==> src/rtl/core/tile_matrix_multiply_accumulate_macros.svh <==
// Assertion macros for the tile multiply-accumulate block.
// Included by the top level; no other dependencies.
`ifndef TILE_MATRIX_MULTIPLY_ACCUMULATE_MACROS_SVH
`define TILE_MATRIX_MULTIPLY_ACCUMULATE_MACROS_SVH
`ifndef SYNTHESIS
`define TMMA_ASSERT_IMPLIES(label, clk, rst, ante, cons) \
  label: assert property (@(posedge clk) disable iff (rst) (ante) |-> (cons)) \
    else $error("implication check failed");
`define TMMA_ASSERT_NEXT(label, clk, rst, ante, cons) \
  label: assert property (@(posedge clk) disable iff (rst) (ante) |=> (cons)) \
    else $error("next-cycle check failed");
`else
`define TMMA_ASSERT_IMPLIES(label, clk, rst, ante, cons)
`define TMMA_ASSERT_NEXT(label, clk, rst, ante, cons)
`endif
`endif

==> src/rtl/core/tmma_pkg.sv <==
// Shared constants and types for the tile multiply-accumulate block.
// No dependencies.
package tmma_pkg;
  localparam int DEF_MAX_DIM    = 8;
  localparam int DEF_MAX_ROUNDS = 16;
  localparam int DEF_ELEM_WIDTH = 16;
  localparam int ACC_W          = 48;
  localparam int IDX_MAX_W      = 3;
  localparam int CFG_IDX_W      = 2;
  localparam int CFG_DATA_W     = 8;

  localparam logic [CFG_IDX_W-1:0] CFG_TILE_SIZE   = 2'd0;
  localparam logic [CFG_IDX_W-1:0] CFG_ROUND_COUNT = 2'd1;

  // token moving along the cell chain
  typedef struct packed {
    logic                 valid;
    logic                 is_b;   // 1: B element for column idx, 0: A element of row idx
    logic [IDX_MAX_W-1:0] idx;
  } tok_t;
endpackage

==> src/rtl/core/tmma_cell.sv <==
// One column cell of the multiply chain: holds a B element and row partial sums.
// Depends on tmma_pkg.
module tmma_cell import tmma_pkg::*; #(
  parameter int MAX_DIM    = DEF_MAX_DIM,
  parameter int ELEM_WIDTH = DEF_ELEM_WIDTH,
  parameter int SUM_W      = 2 * DEF_ELEM_WIDTH + 3,
  parameter int COL        = 0
) (
  input  logic                  clk,
  input  logic                  rst,
  input  logic                  active,
  input  tok_t                  tok_in,
  input  logic [ELEM_WIDTH-1:0] data_in,
  input  logic [IDX_MAX_W-1:0]  rd_row,
  input  logic                  clr,
  output tok_t                  tok_out,
  output logic [ELEM_WIDTH-1:0] data_out,
  output logic [SUM_W-1:0]      sum
);
  localparam int IDX_W = (MAX_DIM > 1) ? $clog2(MAX_DIM) : 1;

  logic [ELEM_WIDTH-1:0]          breg;
  logic                           p_valid;
  logic [IDX_W-1:0]               p_row;
  logic signed [2*ELEM_WIDTH-1:0] prod;
  logic [SUM_W-1:0]               s [MAX_DIM];
  logic [IDX_W-1:0]               s_addr;

  assign s_addr = p_valid ? p_row : rd_row[IDX_W-1:0];
  assign sum    = s[s_addr];

  always_ff @(posedge clk) begin
    if (rst) begin
      tok_out <= '0;
      p_valid <= 1'b0;
    end else begin
      tok_out <= tok_in;
      p_valid <= tok_in.valid && !tok_in.is_b && active;
    end
    data_out <= data_in;
    p_row    <= tok_in.idx[IDX_W-1:0];
    prod     <= $signed(data_in) * $signed(breg);
    if (tok_in.valid && tok_in.is_b && tok_in.idx[IDX_W-1:0] == IDX_W'(COL)) begin
      breg <= data_in;
    end
  end

  always_ff @(posedge clk) begin
    if (rst) begin
      for (int i = 0; i < MAX_DIM; i++) begin
        s[i] <= '0;
      end
    end else if (p_valid) begin
      s[s_addr] <= s[s_addr] + SUM_W'(prod);
    end else if (clr) begin
      s[s_addr] <= '0;
    end
  end
endmodule

==> config.mk <==
export PLATFORM = sky130hd
export DESIGN_NAME = tmma_cell
export DESIGN_NICKNAME = d
export VERILOG_FILES = /design/src/rtl/core/tile_matrix_multiply_accumulate_macros.svh /design/src/rtl/core/tmma_pkg.sv /design/src/rtl/core/tmma_cell.sv
export SDC_FILE = /design/constraint.sdc
export NUM_CORES = 1
export LEC_CHECK = 0
export ABC_AREA = 0
export BUFFER_PORTS_ARGS = -buffer_cell sky130_fd_sc_hd__buf_2
export CAP_MARGIN = 20
export CORE_MARGIN = 2
export CORE_UTILIZATION = 50
export DETAILED_ROUTE_END_ITERATION = 8
export PLACE_DENSITY = 0.67
export SYNTH_ARGS = -nofsm -noshare
export SYNTH_HDL_FRONTEND = slang
export SYNTH_SLANG_ARGS = --single-unit
==> constraint.sdc <==
create_clock -name clk -period 18.3 [get_ports clk]
set_input_delay 0.915 -clock clk [delete_from_list [all_inputs] [get_ports clk]]
set_output_delay 0.915 -clock clk [all_outputs]
set_load 0.02 [all_outputs]
==> results of run 1 <==
-- metrics by stage --
stage / instances / hold slack (ns)
CTS: 3056 / 0.479
global placement: 2987 / 0.863
floorplan: 2312 / 0.525
detailed placement: 2987 / 0.872
global route: 3057 / 0.491
finish: 3057 / 0.495
-- routing by layer --
metal | vias up | wire length, um
met1 | 8802 | 26400
met3 | 143 | 6080
met4 | 2 | 2000
met2 | 818 | 30900
met5 | - | 13
li1 | 7871 | -
-- final timing paths --
check                     from          endpoint  slack, ns  depth (start not counted)
min reg2reg  breg[0]$_DFFE_PP_   prod[0]$_DFF_P_       0.87                          1
min                  tok_in[1]  p_row[1]$_DFF_P_       0.49                          1
max          breg[2]$_DFFE_PP_  prod[31]$_DFF_P_      11.65                         19
max reg2reg  breg[2]$_DFFE_PP_  prod[31]$_DFF_P_      11.65                         19
-- Yosys cell counts, drive strengths merged, types with 3 or more instances --
cell and count:
a2111oi 4, a211oi 11, a21o 25, a21oi 60, a221oi 15, a222oi 58, a22o 18, a22oi 24
a311oi 3, a31o 4, a31oi 3, and2 124, and3 16, buf 6, clkbuf 92, dfxtp 57
edfxtp 296, fa 263, ha 116, inv 321, mux2i 5, nand2 186, nand2b 26, nand3 49
nand3b 3, nand4 7, nor2 318, nor2b 11, nor3 19, nor4 3, o211ai 9, o21a 4
o21ai 42, o21bai 8, o22ai 4, o31ai 4, o32ai 3, or2 6, or3 3, xnor2 40
xor2 19
-- kinds of logic (layout without fill, tap and decap cells) --
family          after synthesis  count (layout)  synth area share (%)
compound gates              316             316                  9.63
xor+xnor                     59              59                  2.14
fa+ha+maj                   379             379                  27.0
flops                       353             353                  40.3
simple gates                780             780                  14.3
buf+inv                     419             500                  6.36
mux                           6               6                 0.246
-- area by class of cell --
type / instances / area (sq um)
clock buffer: 48 / 988
clock inverter: 21 / 231
fill: 4255 / 21800
inverter: 321 / 1200
multi-input combinational: 1540 / 13400
sequential: 353 / 10000
tap: 664 / 831
timing repair buffer: 110 / 616
-- registers in the layout (all words and copies together) (netlist names) --
register,count
tok_out,5
data_out,16
breg,16
s,280
p_row,3
p_valid,1
prod,32
-- where the power goes --
group	internal [mW]	switching [mW]
sequential	0.987	0.0388
combinational	1.14	1.71
clock	0.430	0.329
total	2.56	2.08
-- cells in the final DEF, fill, tap and decap left out, types with 19 or more instances in the layout --
cell         n
a21o_1      25
a21oi_1     58
a222oi_1    58
a22oi_1     24
and2_1     124
buf_2       84
buf_4       26
clkbuf_16   38
dfxtp_1     57
edfxtp_1   296
fa_1       263
ha_1       116
inv_1      321
nand2_1    186
nand3_1     47
nor2_1     318
nor3_1      19
o21ai_0     37
xnor2_1     39
-- critical path, stage by stage (launching register included) --
cell and delay, ns:
edfxtp_1 0.74, nand2_1 0.23, fa_1 0.64, inv_1 0.14, fa_1 0.53, fa_1 0.45
fa_1 0.52, fa_1 0.50, inv_1 0.05, fa_1 0.47, inv_1 0.04, ha_1 0.35
a211oi_1 0.27, a211oi_1 0.10, o41a_1 0.34, a311oi_1 0.46, a2bb2oi_1 0.26, o211ai_1 0.14
a21oi_1 0.21, xnor2_1 0.08
==> run metrics, run 1 <==
Hold/Removal Path Class=primary input to register; Post-synth EDFFs=296; CTS Hold Bufs=0; synth warn=0; final global-route overflow total=0; Area Overhead vs Synth=9.70%; layout cells sized above 1=8.61%; post-CTS setup buffers=0; DRT iter0 DRCs=1877; most used routing layer=met2; area leader, netlist=edfxtp_1; PostCTS Resize Cnt=0; largest net degree at the start of global routing=36; final hold vios=0; final WL=65400 um; Tot Pwr=roughly 4.6 mW; M2 GR Usage=43.9%; min setup slack post-route=11.65 ns; Residual DRC=0; CP max FO=16; register area share after synthesis=40.3%; chip height=approximately 230 um; pre-CTS setup slack=11.30 ns; status=completed; Max Cap Violations=0; # setup viols final=0; routing usage on met3=5.10%; final setup skew=0.0238 ns; H-tree depth=2; Worst EP required=between 15 and 20 ns; achievable clock frequency=between 150 and 200 MHz; Clock transition at path regs=roughly 0.060 ns; Synth top area share=35.7%; WS Path Type=register to register; Net Count, Synth=approximately 2700; setup TNS=0 ns; vias=17600; CP Launch Type=register; clock root cell=clkbuf_16; Die Wd=227 um; PwrDens=between 150 and 200 nW/um^2; DR vias/cell=5.77; Netlist cell types=77; routed len/inst=21.4 um; Synth Register Bits=between 300 and 400; nets@finish=2771; Detailed Place HPWL=between 40000 and 50000 um; core area=49100 sq um; Post-Synthesis Cells=2312; Leak Pwr=11.9 nW; vias in the first global route=approximately 18000; CTS tree=yes; # clock sinks=353; CTS Buffer Depth=3; setup repair after global routing missed its margin=false; initial antenna violation count=1; post-placement cell area=between 20000 and 30000 sq um; critical path arrival=7.09 ns; Worst-Skew Late Latency=around 0.58 ns; overall global routing resource usage=26.1%; mean post-synth cell area=~11 sq um; Pre-antenna DRT Iters=6; post-route ant nets=0; FP Rows=81; Synth Flop Type=edfxtp_1; first-pass GRT wire length=103000 um; top post-synthesis cells by area=edfxtp_1, fa_1, ha_1; Max-slew headroom=32.4%; PortBufs=83; period utilization=a little over a third; Synth async-reset ratio=0%; GR Util met1=about 34%; final core occ=between 50% and 60%; Peak supply drop=roughly 0.15 mV; Worst-Margin Slew=~1.0 ns; # diodes=0; Final min period=6.65 ns; TritonCTS Buffers=38; Setup crit end kind=register; Final Instance Area=27300 sq um; Synth Cell Area=between 20000 and 25000 sq um; Top-Level Pins=84; GPL Wtd Cong=about 0.89; Slew Viols, Final=0; die area=51600 sq um; Initial Util=50.7%
No activity file was read; power rests on OpenSTA's default activity.
==> run 2, diff against run 1 <==
--- a/config.mk
+++ b/config.mk
@@ -11,7 +11,7 @@
 export CORE_MARGIN = 2
 export CORE_UTILIZATION = 50
 export DETAILED_ROUTE_END_ITERATION = 8
-export PLACE_DENSITY = 0.67
+export PLACE_DENSITY = 0.7
 export SYNTH_ARGS = -nofsm -noshare
 export SYNTH_HDL_FRONTEND = slang
 export SYNTH_SLANG_ARGS = --single-unit
==> constraint.sdc (replaced) <==
create_clock -name clk -period 6 [get_ports clk]
set_input_delay 0.3 -clock clk [delete_from_list [all_inputs] [get_ports clk]]
set_output_delay 0.3 -clock clk [all_outputs]
set_load 0.02 [all_outputs]
==> run metrics, run 2 (synthesized netlist as in run 1, its figures left out) <==
final setup skew=0.0145 ns (-0.00935 ns); Critical Path Source=breg[12]$_DFFE_PP_; overall global routing resource usage=26.2% (+0.11 points); DRT iter0 DRCs=2227 (+19%); first-pass GRT wire length=103000 um (+0.77%); # clock sinks=353 (unchanged); PwrDens=536 nW/um^2 (+220%); achievable clock frequency=171 MHz (+14%); Area Overhead vs Synth=13.4%; most frequent cells in the layout=inv_1, nor2_1, edfxtp_1, fa_1, nand2_1; CTS Buffer Depth=3 (unchanged); max reg flops=280 (unchanged); vias in the first global route=18500 (+0.85%); Worst Path Buf+Inv=5 (+2); Placed Instances=3055 (+2.3%); final core occ=57.5% (+1.9 points); Flop pwr share=20.6% (-1.5 points); Final Instance Area=28200 sq um (+3.4%); Pre-antenna DRT Iters=7 (+1); FP Rows=81 (unchanged); Biggest register=s; Max Cap Violations=0 (unchanged); Peak supply drop=0.502 mV (+240%); Worst EP required=6.43 ns (-12.30 ns); layout cells sized above 1=13.1% (+4.5 points); status=completed; Detailed Place HPWL=46700 um (+3.7%); Clock transition at path regs=0.06 ns (about the same); # setup viols final=0 (unchanged); Setup crit end kind=register; largest net degree at the start of global routing=35 (-2.8%); Top-Level Pins=84 (unchanged); Worst-Margin Slew=1.06 ns (+0.0469 ns); most common cell type on the critical path=fa_1; final WL=66300 um (+1.4%); WS Path Type=register to register; NetSw=6.74 mW (+220%); Residual DRC=0 (unchanged); pre-CTS setup slack=-0.0982 ns (-11.40 ns); RR Startpoint=breg[12]$_DFFE_PP_; Worst Setup EP=prod[31]$_DFF_P_; min setup slack post-route=0.164 ns (-11.48 ns); Crit path depth=20 (+1); post-placement cell area=26600 sq um (+2.1%); final hold vios=0 (unchanged); Critical Path Max Stage Delay=0.57 ns (-0.17 ns); core area=49100 sq um (unchanged); nets@finish=2865 (+3.4%); CP Launch Type=register; chip height=227 um (unchanged); CP max FO=9 (-7); critical path arrival=6.26 ns (-0.83 ns); Hold WS=0.0304 ns (-0.464 ns); # diodes=0 (unchanged); clock share of power=15.1% (-1.3 points); Reg-to-Reg End=prod[31]$_DFF_P_; Leak Pwr=12.4 nW (+4.1%); TritonCTS Buffers=38 (unchanged); Switching Share=44.5% (-0.24 points); final global-route overflow total=0 (unchanged); post-route ant nets=0 (unchanged); r2r worst-path depth=20 (+1); Tot Pwr=15.1 mW (+230%); CTS tree=yes; initial antenna violation count=0 (-1); Final min period=5.84 ns (-0.818 ns); vias=18100 (+2.6%); Hold/Removal Path Class=primary input to register; Initial Util=50.7% (unchanged); Slew Viols, Final=0 (unchanged); delay-heaviest family, CP=adder cells; Max-slew headroom=29.2% (-3.1 points); Critical Path Slowest Stage Cell=edfxtp_1; combinational group share of total power=64.2% (+2.7 points); clock root cell=clkbuf_16; registers with the most flip-flops=s: 280 flops, prod: 32 flops; PortBufs=83 (unchanged); H-tree depth=2 (unchanged); P_int=8.39 mW (+230%); period utilization=97.3% (+61 points); routed len/inst=21.0 um (-1.6%); die area=51600 sq um (unchanged); Worst-Skew Late Latency=0.56 ns (-0.02 ns); Cell Count, Final, Fillers Out=3151 (+3.1%); GPL Wtd Cong=0.890 (about the same); Die Wd=227 um (unchanged); flop2flop setup slack=0.16 ns (-11.48 ns); setup TNS=0 ns (unchanged); critical path, cell by cell=buf_6 > nand2_1 > fa_1 > inv_1 > fa_1 > fa_1 > fa_1 > fa_1 > inv_1 > fa_1 > inv_1 > ha_1 > inv_2 > a211oi_1 > o41a_1 > a311oi_2 > a2bb2oi_1 > o211ai_1 > a21oi_1 > xnor2_1; DR vias/cell=5.74 (-0.45%)
run 2: worst reg2reg max path, delay by kind of cell, from the launching register on:
family                   cells  cell delay (ns)
AND/OR/NAND/NOR              1             0.07
buffers and inverters        5             0.44
flip-flops                   1             0.57
AO/OA/AOI/OAI                6             1.33
adder cells (fa/ha/maj)      7             3.19
XOR/XNOR                     1             0.10
run 2: layout make-up:
type / instances / area (sq um)
clock buffer: 52 / 1030
clock inverter: 17 / 163
fill: 4102 / 20800
inverter: 321 / 1200
multi-input combinational: 1540 / 13500
sequential: 353 / 10000
tap: 664 / 831
timing repair buffer: 204 / 1430
run 2: how the worst min path moves through the flow:
| stage | slack, ns | startpoint | cells past startpoint | to |
|---|---|---|---|---|
| 2_1_floorplan | 0.33 | data_in[0] | 0 | data_out[0]$_DFF_P_ |
| 3_5_place_dp | 0.44 | tok_in[0] | 1 | p_row[0]$_DFF_P_ |
| 5_1_grt | 0.02 | data_in[10] | 1 | data_out[10]$_DFF_P_ |
| 4_1_cts | 0.01 | data_in[10] | 1 | data_out[10]$_DFF_P_ |
| 6_report | 0.03 | data_in[10] | 1 | data_out[10]$_DFF_P_ |
| 3_3_place_gp | 0.44 | tok_in[0] | 1 | p_row[0]$_DFF_P_ |
run 2: routing by layer:
layer | share of wire (%) | track usage, % | vias up
li1 | - | - | 8078
met5 | 0 | 0 | -
met1 | 40 | 36.0 | 8879
met4 | 3.0 | 8.39 | 0
met3 | 9.8 | 3.91 | 139
met2 | 47 | 43.3 | 1001
run 2: power by group through the flow:
stage / Sequential, mW / Clock [mW] / Combinational [mW]
2_1_floorplan: 3.12 / 0 / 6.70
3_3_place_gp: 3.16 / 0 / 8.76
3_5_place_dp: 3.17 / 0 / 9.07
4_1_cts: 3.11 / 2.31 / 9.16
5_1_grt: 3.13 / 2.41 / 10.8
6_report: 3.12 / 2.29 / 9.71
run 2: repair_timing:
action                                 4_1_cts  5_1_grt
endpoints found under the hold margin        9        0
setup endpoints to repair                    3       12
setup buffers                                3       16
gates cloned                                 0        1
hold buffers                                 7        0
pin swaps                                    0       20
gates resized for setup                      1       41
